$ cat config.mk
export PLATFORM = sky130hd
export DESIGN_NAME = software_timer_table_top
export DESIGN_NICKNAME = d
export VERILOG_FILES = /design/src/rtl/stt_pkg.sv /design/src/rtl/stt_cell.sv /design/src/rtl/stt_ctrl.sv /design/src/rtl/software_timer_table_top.sv
export SDC_FILE = /design/constraint.sdc
export NUM_CORES = 2
export LEC_CHECK = 0
export BUFFER_PORTS_ARGS = -buffer_cell sky130_fd_sc_hd__buf_2
export CORE_ASPECT_RATIO = 0.6
export CORE_MARGIN = 8
export CORE_UTILIZATION = 26
export CTS_CLUSTER_DIAMETER = 80
export DETAILED_ROUTE_END_ITERATION = 6
export GPL_ROUTABILITY_DRIVEN = 0
export SYNTH_ARGS = -nofsm -noshare
export SYNTH_HDL_FRONTEND = slang
export SYNTH_SLANG_ARGS = --single-unit
$ cat constraint.sdc
create_clock -name i_clk -period 119.3 [get_ports i_clk]
set_input_delay 5.965 -clock i_clk [delete_from_list [all_inputs] [get_ports i_clk]]
set_output_delay 5.965 -clock i_clk [all_outputs]
set_load 0.05 [all_outputs]
$ cat src/rtl/stt_pkg.sv
// Package: shared types and codes for the software timer table.
package stt_pkg;
    localparam int unsigned ID_W   = 32;
    localparam int unsigned TIME_W = 48;
    localparam int unsigned PER_W  = 32;

    typedef enum logic [1:0] {
        t_OP_ADD  = 2'd0,
        t_OP_DEL  = 2'd1,
        t_OP_TICK = 2'd2,
        t_OP_NONE = 2'd3
    } t_op;

    localparam logic [1:0] KIND_ADD   = 2'd0;
    localparam logic [1:0] KIND_DEL   = 2'd1;
    localparam logic [1:0] KIND_EXP   = 2'd2;
    localparam logic [1:0] KIND_EMPTY = 2'd3;

    typedef enum logic [1:0] {
        t_ST_IDLE = 2'd0,
        t_ST_SCAN = 2'd1,
        t_ST_DONE = 2'd2
    } t_state;

    // slot contents as they rotate through the ring
    typedef struct packed {
        logic              valid;
        logic [ID_W-1:0]   id;
        logic [TIME_W-1:0] deadline;
        logic [PER_W-1:0]  period;
    } t_slot;
endpackage

$ cat src/rtl/stt_cell.sv
// Cell: one slot register of the rotating timer ring.
module stt_cell (
    input  logic          i_clk,
    input  logic          i_shift,
    input  stt_pkg::t_slot i_slot,
    output stt_pkg::t_slot o_slot
);
    stt_pkg::t_slot r_slot;

    always_ff @(posedge i_clk) begin
        if (i_shift) begin
            r_slot <= i_slot;
        end
    end

    assign o_slot = r_slot;
endmodule

$ cat src/rtl/stt_ctrl.sv
// Controller: processes the slot leaving the ring head and emits results.
module stt_ctrl #(
    parameter int unsigned SLOTS = 16
) (
    input  logic                        i_clk,
    input  logic                        i_rst_n,
    input  logic                        i_start,
    input  logic [1:0]                  i_operation,
    input  logic [31:0]                 i_delay_ms,
    input  logic [31:0]                 i_period_ms,
    input  logic [31:0]                 i_timer_id,
    input  stt_pkg::t_slot              i_head,
    output stt_pkg::t_slot              o_tail,
    output logic                        o_shift,
    output logic                        o_busy,
    output logic                        o_strobe,
    output logic [1:0]                  o_kind,
    output logic [31:0]                 o_result_id,
    output logic                        o_success,
    output logic                        o_reloaded,
    output logic                        o_last_result
);
    localparam int unsigned CW = (SLOTS > 1) ? $clog2(SLOTS) : 1;

    stt_pkg::t_state r_state, n_state;
    logic [CW-1:0] r_cnt, n_cnt;
    logic [1:0]    r_op;
    logic [31:0]   r_delay, r_period, r_tid;
    logic [stt_pkg::TIME_W-1:0] r_now, n_now;
    logic [31:0]   r_idc, n_idc;
    logic          r_done, n_done;   // add placed / delete found
    // one pending expiry held so last_result can be set on the final one
    logic          r_pend, n_pend;
    logic [31:0]   r_pid, n_pid;
    logic          r_prel, n_prel;

    logic [31:0] w_nid;
    logic        w_last;

    assign w_nid  = (r_idc + 32'd1 == 32'd0) ? 32'd1 : r_idc + 32'd1;
    assign w_last = (r_cnt == CW'(SLOTS - 1));
    assign o_busy = (r_state != stt_pkg::t_ST_IDLE);

    always_ff @(posedge i_clk) begin
        if (!i_rst_n) begin
            r_state <= stt_pkg::t_ST_IDLE;
            r_cnt   <= '0;
            r_now   <= '0;
            r_idc   <= '0;
            r_done  <= 1'b0;
            r_pend  <= 1'b0;
        end else begin
            r_state <= n_state;
            r_cnt   <= n_cnt;
            r_now   <= n_now;
            r_idc   <= n_idc;
            r_done  <= n_done;
            r_pend  <= n_pend;
        end
    end

    always_ff @(posedge i_clk) begin
        r_pid  <= n_pid;
        r_prel <= n_prel;
        if (i_start && !o_busy) begin
            r_op     <= i_operation;
            r_delay  <= i_delay_ms;
            r_period <= i_period_ms;
            r_tid    <= i_timer_id;
        end
    end

    always_comb begin
        n_state = r_state;
        n_cnt = r_cnt;
        n_now = r_now;
        n_idc = r_idc;
        n_done = r_done;
        n_pend = r_pend;
        n_pid = r_pid;
        n_prel = r_prel;
        o_tail = i_head;
        o_shift = 1'b0;
        o_strobe = 1'b0;
        o_kind = stt_pkg::KIND_ADD;
        o_result_id = '0;
        o_success = 1'b0;
        o_reloaded = 1'b0;
        o_last_result = 1'b0;
        case (r_state)
            stt_pkg::t_ST_IDLE: begin
                if (i_start && i_operation != stt_pkg::t_OP_NONE) begin
                    n_state = stt_pkg::t_ST_SCAN;
                    n_cnt = '0;
                    n_done = 1'b0;
                    n_pend = 1'b0;
                    if (i_operation == stt_pkg::t_OP_TICK) begin
                        n_now = r_now + 48'd1;
                    end
                end
            end
            stt_pkg::t_ST_SCAN: begin
                o_shift = 1'b1;
                n_cnt = r_cnt + CW'(1);
                if (w_last) begin
                    n_state = stt_pkg::t_ST_DONE;
                end
                case (r_op)
                    stt_pkg::t_OP_ADD: begin
                        if (!r_done && !i_head.valid) begin
                            n_done = 1'b1;
                            n_idc = w_nid;
                            o_tail.valid = 1'b1;
                            o_tail.id = w_nid;
                            o_tail.deadline = r_now + {16'd0, r_delay};
                            o_tail.period = r_period;
                        end
                    end
                    stt_pkg::t_OP_DEL: begin
                        if (!r_done && i_head.valid && i_head.id == r_tid) begin
                            n_done = 1'b1;
                            o_tail.valid = 1'b0;
                        end
                    end
                    default: begin
                        if (i_head.valid && i_head.deadline < r_now) begin
                            if (i_head.period != 32'd0) begin
                                o_tail.deadline = i_head.deadline
                                    + {16'd0, i_head.period};
                            end else begin
                                o_tail.valid = 1'b0;
                            end
                            if (r_pend) begin
                                o_strobe = 1'b1;
                                o_kind = stt_pkg::KIND_EXP;
                                o_result_id = r_pid;
                                o_success = 1'b1;
                                o_reloaded = r_prel;
                            end
                            n_pend = 1'b1;
                            n_pid = i_head.id;
                            n_prel = (i_head.period != 32'd0);
                        end
                    end
                endcase
            end
            stt_pkg::t_ST_DONE: begin
                n_state = stt_pkg::t_ST_IDLE;
                o_strobe = 1'b1;
                o_last_result = 1'b1;
                case (r_op)
                    stt_pkg::t_OP_ADD: begin
                        o_kind = stt_pkg::KIND_ADD;
                        o_result_id = r_done ? r_idc : 32'd0;
                        o_success = r_done;
                    end
                    stt_pkg::t_OP_DEL: begin
                        o_kind = stt_pkg::KIND_DEL;
                        o_result_id = r_tid;
                        o_success = r_done;
                    end
                    default: begin
                        if (r_pend) begin
                            o_kind = stt_pkg::KIND_EXP;
                            o_result_id = r_pid;
                            o_success = 1'b1;
                            o_reloaded = r_prel;
                        end else begin
                            o_kind = stt_pkg::KIND_EMPTY;
                        end
                    end
                endcase
            end
            default: n_state = stt_pkg::t_ST_IDLE;
        endcase
    end
endmodule

$ cat src/rtl/software_timer_table_top.sv
// Top level: software timer table built as a rotating ring of slot cells.
//
//  channel   handshake                 payload
//  command   i_start, o_busy           i_operation, i_delay_ms, i_period_ms, i_timer_id
//  result    o_strobe (one cycle)      o_kind, o_result_id, o_success, o_reloaded,
//                                      o_last_result
//
// Every accepted add, delete or tick keeps o_busy high while the ring rotates
// a full turn past the controller head and while the final result is given.
// An expiry is held until the next one fires or the final cycle, so
// last_result marks the final one. Operation 3 is dropped at once.
// Reset clears slot valid bits (by one rotation-free clear), time and ids.
// The receiver cannot stall; o_busy holds off new commands.
module software_timer_table_top #(
    parameter int unsigned TIMER_SLOTS = 16
) (
    input  logic        i_clk,
    input  logic        i_rst_n,
    input  logic        i_start,
    input  logic [1:0]  i_operation,
    input  logic [31:0] i_delay_ms,
    input  logic [31:0] i_period_ms,
    input  logic [31:0] i_timer_id,
    output logic        o_busy,
    output logic        o_strobe,
    output logic [1:0]  o_kind,
    output logic [31:0] o_result_id,
    output logic        o_success,
    output logic        o_reloaded,
    output logic        o_last_result
);
    stt_pkg::t_slot w_ring [TIMER_SLOTS+1];
    stt_pkg::t_slot w_tail;
    logic           w_shift;

    // reset forces the valid bit of every slot low as it enters its cell
    stt_pkg::t_slot w_in [TIMER_SLOTS];

    stt_ctrl #(.SLOTS(TIMER_SLOTS)) u_ctrl (
        .i_clk        (i_clk),
        .i_rst_n      (i_rst_n),
        .i_start      (i_start),
        .i_operation  (i_operation),
        .i_delay_ms   (i_delay_ms),
        .i_period_ms  (i_period_ms),
        .i_timer_id   (i_timer_id),
        .i_head       (w_ring[0]),
        .o_tail       (w_tail),
        .o_shift      (w_shift),
        .o_busy       (o_busy),
        .o_strobe     (o_strobe),
        .o_kind       (o_kind),
        .o_result_id  (o_result_id),
        .o_success    (o_success),
        .o_reloaded   (o_reloaded),
        .o_last_result(o_last_result)
    );

    assign w_ring[TIMER_SLOTS] = w_tail;

    for (genvar g = 0; g < TIMER_SLOTS; g++) begin : g_cell
        always_comb begin
            w_in[g] = i_rst_n ? w_ring[g+1] : w_ring[g];
            if (!i_rst_n) begin
                w_in[g].valid = 1'b0;
            end
        end
        stt_cell u_cell (
            .i_clk  (i_clk),
            .i_shift(w_shift || !i_rst_n),
            .i_slot (w_in[g]),
            .o_slot (w_ring[g])
        );
    end
endmodule

; Word level (Yosys, flattened, before mapping)
; Index checks and enable logic that the tools add are counted.
; W data, S select, Z words.
[word_totals]
reg_bits = 2027
in_bits = 101
output_inout_bits = 39
wordCells = 189
[classes]
add_sub_neg = 5
order_cmp = 1
n_eq_ne = 14
muxes = 66
n_bitwise = 1
n_reduce_logical = 26
[op_table]
columns = op, n
row1 = $mux W113, 18
row2 = $mux W32, 7
row3 = $pmux W32 S2, 2
row4 = $add A48 B32 Y48, 2
row5 = $mux W48, 2
row6 = $pmux W48 S2, 1
row7 = $add A48 B1 Y48 const B, 1
row8 = $lt A48 B48 Y1, 1
row9 = $add A32 B1 Y32 const B, 1
row10 = $eq A32 B32 Y1, 1
row11 = $logic_not A32 Y1, 1
row12 = $reduce_bool A32 Y1, 1
row13 = $mux W1, 19
row14 = $pmux W1 S2, 7
row15 = $pmux W2 S2, 3
row16 = $mux W2, 5
row17 = $reduce_and A3 Y1, 3
row18 = $pmux W4 S2, 1
row19 = $logic_and A1 B1 Y1, 6
row20 = $ne A2 B1 Y1 const B, 3
row21 = $ne A3 B2 Y1 const B, 2
row22 = $reduce_and A2 Y1, 3
row23 = $reduce_and A5 Y1, 1
row24 = $add A4 B1 Y4 const B, 1
row25 = 13 further kinds, 21

; Depth between registers and ports, before layout
[depth]
ltp_word = 7
depth_mapped = 14
mapped_depth_nobuf = 12

; Hierarchy
; A second synthesis with hierarchy kept.
[hier_totals]
cells_unflattened = 5976
area_unflattened_um2 = 93563.5
[by_module_without_submodules]
columns = module, instances, cells_each, area_per_inst_um2, seq_area_each_um2
row1 = stt_cell, 16, 113, 3393.3, 3393.3
row2 = software_timer_table_top, 1, 2010, 21982.3, 0.0
row3 = stt_ctrl, 1, 2158, 17289.1, 5695.5

; Least setup slack after synthesis
; Ideal clock, no wire load.
[synth_path]
path_kind = input-to-reg
startpoint = input i_rst_n
endpoint = register g_cell[0].u_cell.r_slot, in the netlist g_cell[0].u_cell.o_slot[0], enable pin
setup_time_ns = 4.018
arrival_time_ns = 80.671
t_required_ns = 115.282
setup_slack_ns = 34.611
cell_stages = 5
n_path_buf = 3
cell_sequence = clkbuf_1 inv_1 clkbuf_1 clkbuf_1 nor2_1
[synth_between]
elab_chain_len = 3
[synth_lines]
columns = element, line
row1 = start: declaration, software_timer_table_top.sv:18  ; input logic i_rst_n,
row2 = $logic_not A1 Y1, -
row3 = $logic_or A1 B1 Y1, software_timer_table_top.sv:70  ; .i_shift(w_shift || !i_rst_n),
row4 = $reduce_and A2 Y1 (no source line) *, -
row5 = end signal: assignment, stt_cell.sv:12  ; r_slot <= i_slot;
row6 = end: declaration, stt_cell.sv:8  ; stt_pkg::t_slot r_slot;
; Mark *: on every way between the ends. The rest lies on a longest branch, timed or not.
; A chain may end at the register's enable or synchronous reset.

; Worst setup path after layout
[layout_path]
startpoint = register u_ctrl.r_now[33] in the netlist's numbering
endpoint = output o_result_id[19]
[layout_between]
elab_chain_len = 5
[layout_lines]
columns = element, line
row1 = start: declaration, stt_ctrl.sv:29  ; logic [stt_pkg::TIME_W-1:0] r_now, n_now;
row2 = start signal: assignment, stt_ctrl.sv:55  ; r_now <= n_now;
row3 = $lt A48 B48 Y1, stt_ctrl.sv:126  ; if (i_head.valid && i_head.deadline < r_now) begin
row4 = $logic_and A1 B1 Y1, stt_ctrl.sv:126
row5 = $mux W32, stt_ctrl.sv:126
row6 = $mux W32, stt_ctrl.sv:108  ; case (r_op)
row7 = $pmux W32 S2, stt_ctrl.sv:90  ; case (r_state)
row8 = end: declaration, software_timer_table_top.sv:27  ; output logic [31:0] o_result_id,
; No other way between the ends.

==> metrics.md <==
| Metric | Value |
|---|---|
| Status | `finished clean` |
| Pwr Total | `1.51 mW` |
| Post-synthesis cell type count | `91` |
| RSZ-0062 raised after global routing | `no` |
| WP data arrival | `5650 ps` |
| Dominant synthesized flop cell | `edfxtp_1` |
| Gr usage total | `0.0974` |
| Worst reg2reg startpoint | `u_ctrl.r_state[1]$_SDFFE_PN0P_` |
| Synthesized flop and latch total | `approximately 2,000` |
| Worst endpoint required time | `between 100,000 and 150,000 ps` |
| Rel. slew slack | `0.115` |
| Via count | `35,300` |
| Area after DPL | `0.0775 sq mm` |
| WHS Endpoint | `g_cell[10].u_cell.o_slot[44]$_DFFE_PP_` |
| Syn_nets | `4,293` |
| CTS Buffer Depth | `4` |
| Clk_lat worst skew | `830 ps` |
| Worst-margin pin slew | `1310 ps` |
| Root Driver | `clkbuf_16` |
| Top Layer Used | `met4` |
| Tmin final | `11,610 ps` |
| Drt total wl | `roughly 150 mm` |
| Antenna-violating nets left | `0` |
| Met3 WL | `12.3 mm` |
| CTS Hold Bufs | `0` |
| Fillers | `roughly 27,000` |
| Post-route cell area | `0.0831 sq mm` |
| Top-Level Pins | `140` |
| F_max | `86.1 MHz` |
| Leak | `26.4 nW` |
| WL met1 | `69.6 mm` |
| Initial core utilization | `0.261` |
| Global route overflow | `0` |
| Setup TNS | `0 ps` |
| CORE AREA | `roughly 0.28 sq mm` |
| Sequential-to-total area share from yosys stat | `0.829` |
| Placed Cells | `7,820` |
| CTS H-Tree Depth | `4` |
| Via/cell ratio | `4.34` |
| Hold wc startpoint | `g_cell[11].u_cell.o_slot[44]$_DFFE_PP_` |
| CTS tree | `done` |
| PD cells | `18.1 mW/mm^2` |
| Post-synthesis async set-or-reset flop share | `0` |
| # nets final | `4,494` |
| Largest net degree at the start of global routing | `210` |
| Vias in the first global route | `roughly 34,000` |
| Site row count | `150` |
| Gates resized, CTS repair | `0` |
| Min-delay worst type | `reg -> reg` |
| Hold Crit Depth | `0` |
| Non-filler instance count after layout | `8,129` |
| Number of synthesized flops with an enable pin | `1,939` |
| Final setup viols | `0` |
| Post-CTS Setup Inserts | `0` |
| Period utilisation layout | `0.0974` |
| ANT cells | `0` |
| Die Y | `425 um` |
| Final setup margin | `107,690 ps` |
| I/O Buffers | `between 100 and 150` |
| Num CTS Buffers | `174` |
| Syn avg cell area | `~18 sq um` |
| TritonRoute pass-1 iters | `5` |
| Setup crit start kind | `flip-flop` |
| Hold Worst Slack | `364 ps` |
| Die ar. | `0.296 sq mm` |
| Layout cells sized above 1 | `0.108` |
| DRT iter0 DRCs | `approximately 4,000` |
| Horiz. Die Dim | `697 um` |
| First-pass GRT wire length | `221 mm` |
| Max Cap Viol | `0` |
| Critical R2R Capture | `g_cell[7].u_cell.o_slot[8]$_DFFE_PP_` |
| Max-slew violation count | `0` |
| Routed WL per cell | `18.5 um` |
| Clk slew on worst S/H paths | `70 ps` |
| Area growth syn-to-layout | `14.8%` |
| CP Max Fanout | `36` |
| Syn Inst Count | `4,071` |
| Synth warnings | `0` |
| Clock sink count | `2,027` |
| WL met2 | `roughly 65 mm` |
| Peak supply drop | `0.0114 mV` |
| Register-to-Register Setup Slack | `113,470 ps` |
| Post-layout util | `0.299` |
| Post-Syn Area | `0.0724 sq mm` |
| Cells on worst reg2reg path | `10` |
| Final Skew | `82.1 ps` |
| Detailed-route DRC error count | `0` |
| CP Capture Type | `output pin` |
| Initial antenna violation count | `25` |
| Hold Vio Cnt, Final | `0` |
| HPWL Detailed | `97.4 mm` |
| Setup CP Type | `reg -> out` |
| Post-Place Worst Slack | `107,310 ps` |
-- cells in the mapped netlist (all sizes together) (8+ instances only) --
cell       n  area share
a211o      8     0.00097
a211oi    11      0.0013
a21o      37      0.0038
a21oi    181       0.013
a221o      8      0.0011
a221oi     8     0.00097
a22oi     22      0.0024
a31oi     13      0.0011
and2      32      0.0028
and3      20      0.0017
and4      11      0.0013
buf       55      0.0040
clkbuf    91      0.0047
dfxtp     88       0.024
edfxtp  1939        0.80
ha       119       0.021
inv       88      0.0046
mux2i     12      0.0017
nand2    328       0.017
nand3     74      0.0053
nand4     62      0.0063
nor2     194       0.010
nor3      48      0.0035
nor4      35      0.0042
o211ai    28      0.0030
o21a      53      0.0055
o21ai    172       0.012
o21bai     9     0.00093
o22ai     12      0.0010
o31ai     10      0.0010
or2        9     0.00078
or3       23      0.0020
or4        8     0.00088
xnor2    135       0.016
xor2      35      0.0042
-- worst max-delay path, stage by stage (launching register included) --
cell,delay [ps]
dfxtp_1,510
inv_1,160
ha_1,340
a21oi_1,160
o21ai_0,140
a2111oi_0,760
o211ai_2,270
a21oi_1,730
nand2_2,910
a21oi_1,420
o21a_1,170
buf_2,260
-- kinds of logic after synthesis --
family | after synthesis | synth area share
flip-flops | 2027 | 0.829
AND/OR/NAND/NOR | 868 | 0.0586
AO/OA/AOI/OAI | 638 | 0.0561
buffers and inverters | 235 | 0.0133
XOR/XNOR | 170 | 0.0206
adder cells (fa/ha/maj) | 121 | 0.0211
multiplexers | 12 | 0.00166
-- cell usage in the layout (no fill, tap or decap), types with 21 or more instances in the layout --
cell,n
edfxtp_1,1939
dfxtp_1,87
xor2_1,35
clkbuf_16,176
a21o_1,37
clkinv_2,24
ha_1,117
and2_1,30
buf_2,139
nand4_1,57
nor2_1,190
clkbuf_1,29
nand3_1,71
a22oi_1,21
inv_1,85
clkinv_1,30
o21a_1,53
nand2_1,326
o21ai_0,147
buf_4,26
a21oi_1,180
or3_1,23
nor3_1,45
o21ai_1,24
o211ai_1,27
xnor2_1,135
nor4_1,28
-- sequential cells by signal (all words and copies together) (netlist names) --
register              flops
u_ctrl.r_idc             32
u_ctrl.r_delay           32
u_ctrl.r_state            2
u_ctrl.r_op               2
g_cell.u_cell.o_slot   1808
u_ctrl.r_pid             32
u_ctrl.r_cnt              4
u_ctrl.r_pend             1
u_ctrl.r_prel             1
u_ctrl.r_now             48
u_ctrl.r_period          32
u_ctrl.r_done             1
u_ctrl.r_tid             32
-- power by group --
part,switching [mW],internal (mW),total (mW)
sequential,0.0196,0.844,0.864
clock,0.249,0.319,0.568
combinational,0.0590,0.0178,0.0768
total,0.328,1.18,1.51
-- final cells by class --
class | count | area (sq um) | share of cell area
multi-input cells | 1809 | 11500 | 0.138
flip-flops and latches | 2027 | 60000 | 0.722
well taps | 3724 | 4660 | 0.0561
inverters | 89 | 334 | 0.00402
clock buffers | 210 | 4580 | 0.0551
clock inverters | 99 | 1070 | 0.0129
repair buffers | 171 | 1010 | 0.0122
-- worst max-delay path by stage --
| stage | depth (start not counted) | end | slack [ps] | from |
|---|---|---|---|---|
| after floorplan | 5 | g_cell[0].u_cell.o_slot[0]$_DFFE_PP_ | 34610 | i_rst_n |
| after global placement | 9 | g_cell[10].u_cell.o_slot[8]$_DFFE_PP_ | 107490 | i_rst_n |
| after detailed placement | 9 | g_cell[0].u_cell.o_slot[9]$_DFFE_PP_ | 107310 | i_rst_n |
| after CTS | 11 | o_result_id[19] | 107680 | u_ctrl.r_now[33]$_SDFFE_PN0P_ |
| after global routing | 12 | o_success | 107330 | u_ctrl.r_now[32]$_SDFFE_PN0P_ |
| final | 11 | o_result_id[19] | 107690 | u_ctrl.r_now[33]$_SDFFE_PN0P_ |
-- metal layers --
layer  vias up  track usage
met5         -            0
met4         0       0.0223
met2      1248        0.144
li1      16000            -
met3       255       0.0255
met1     17800        0.142
Note: power is estimated with default switching activity, not from simulation.
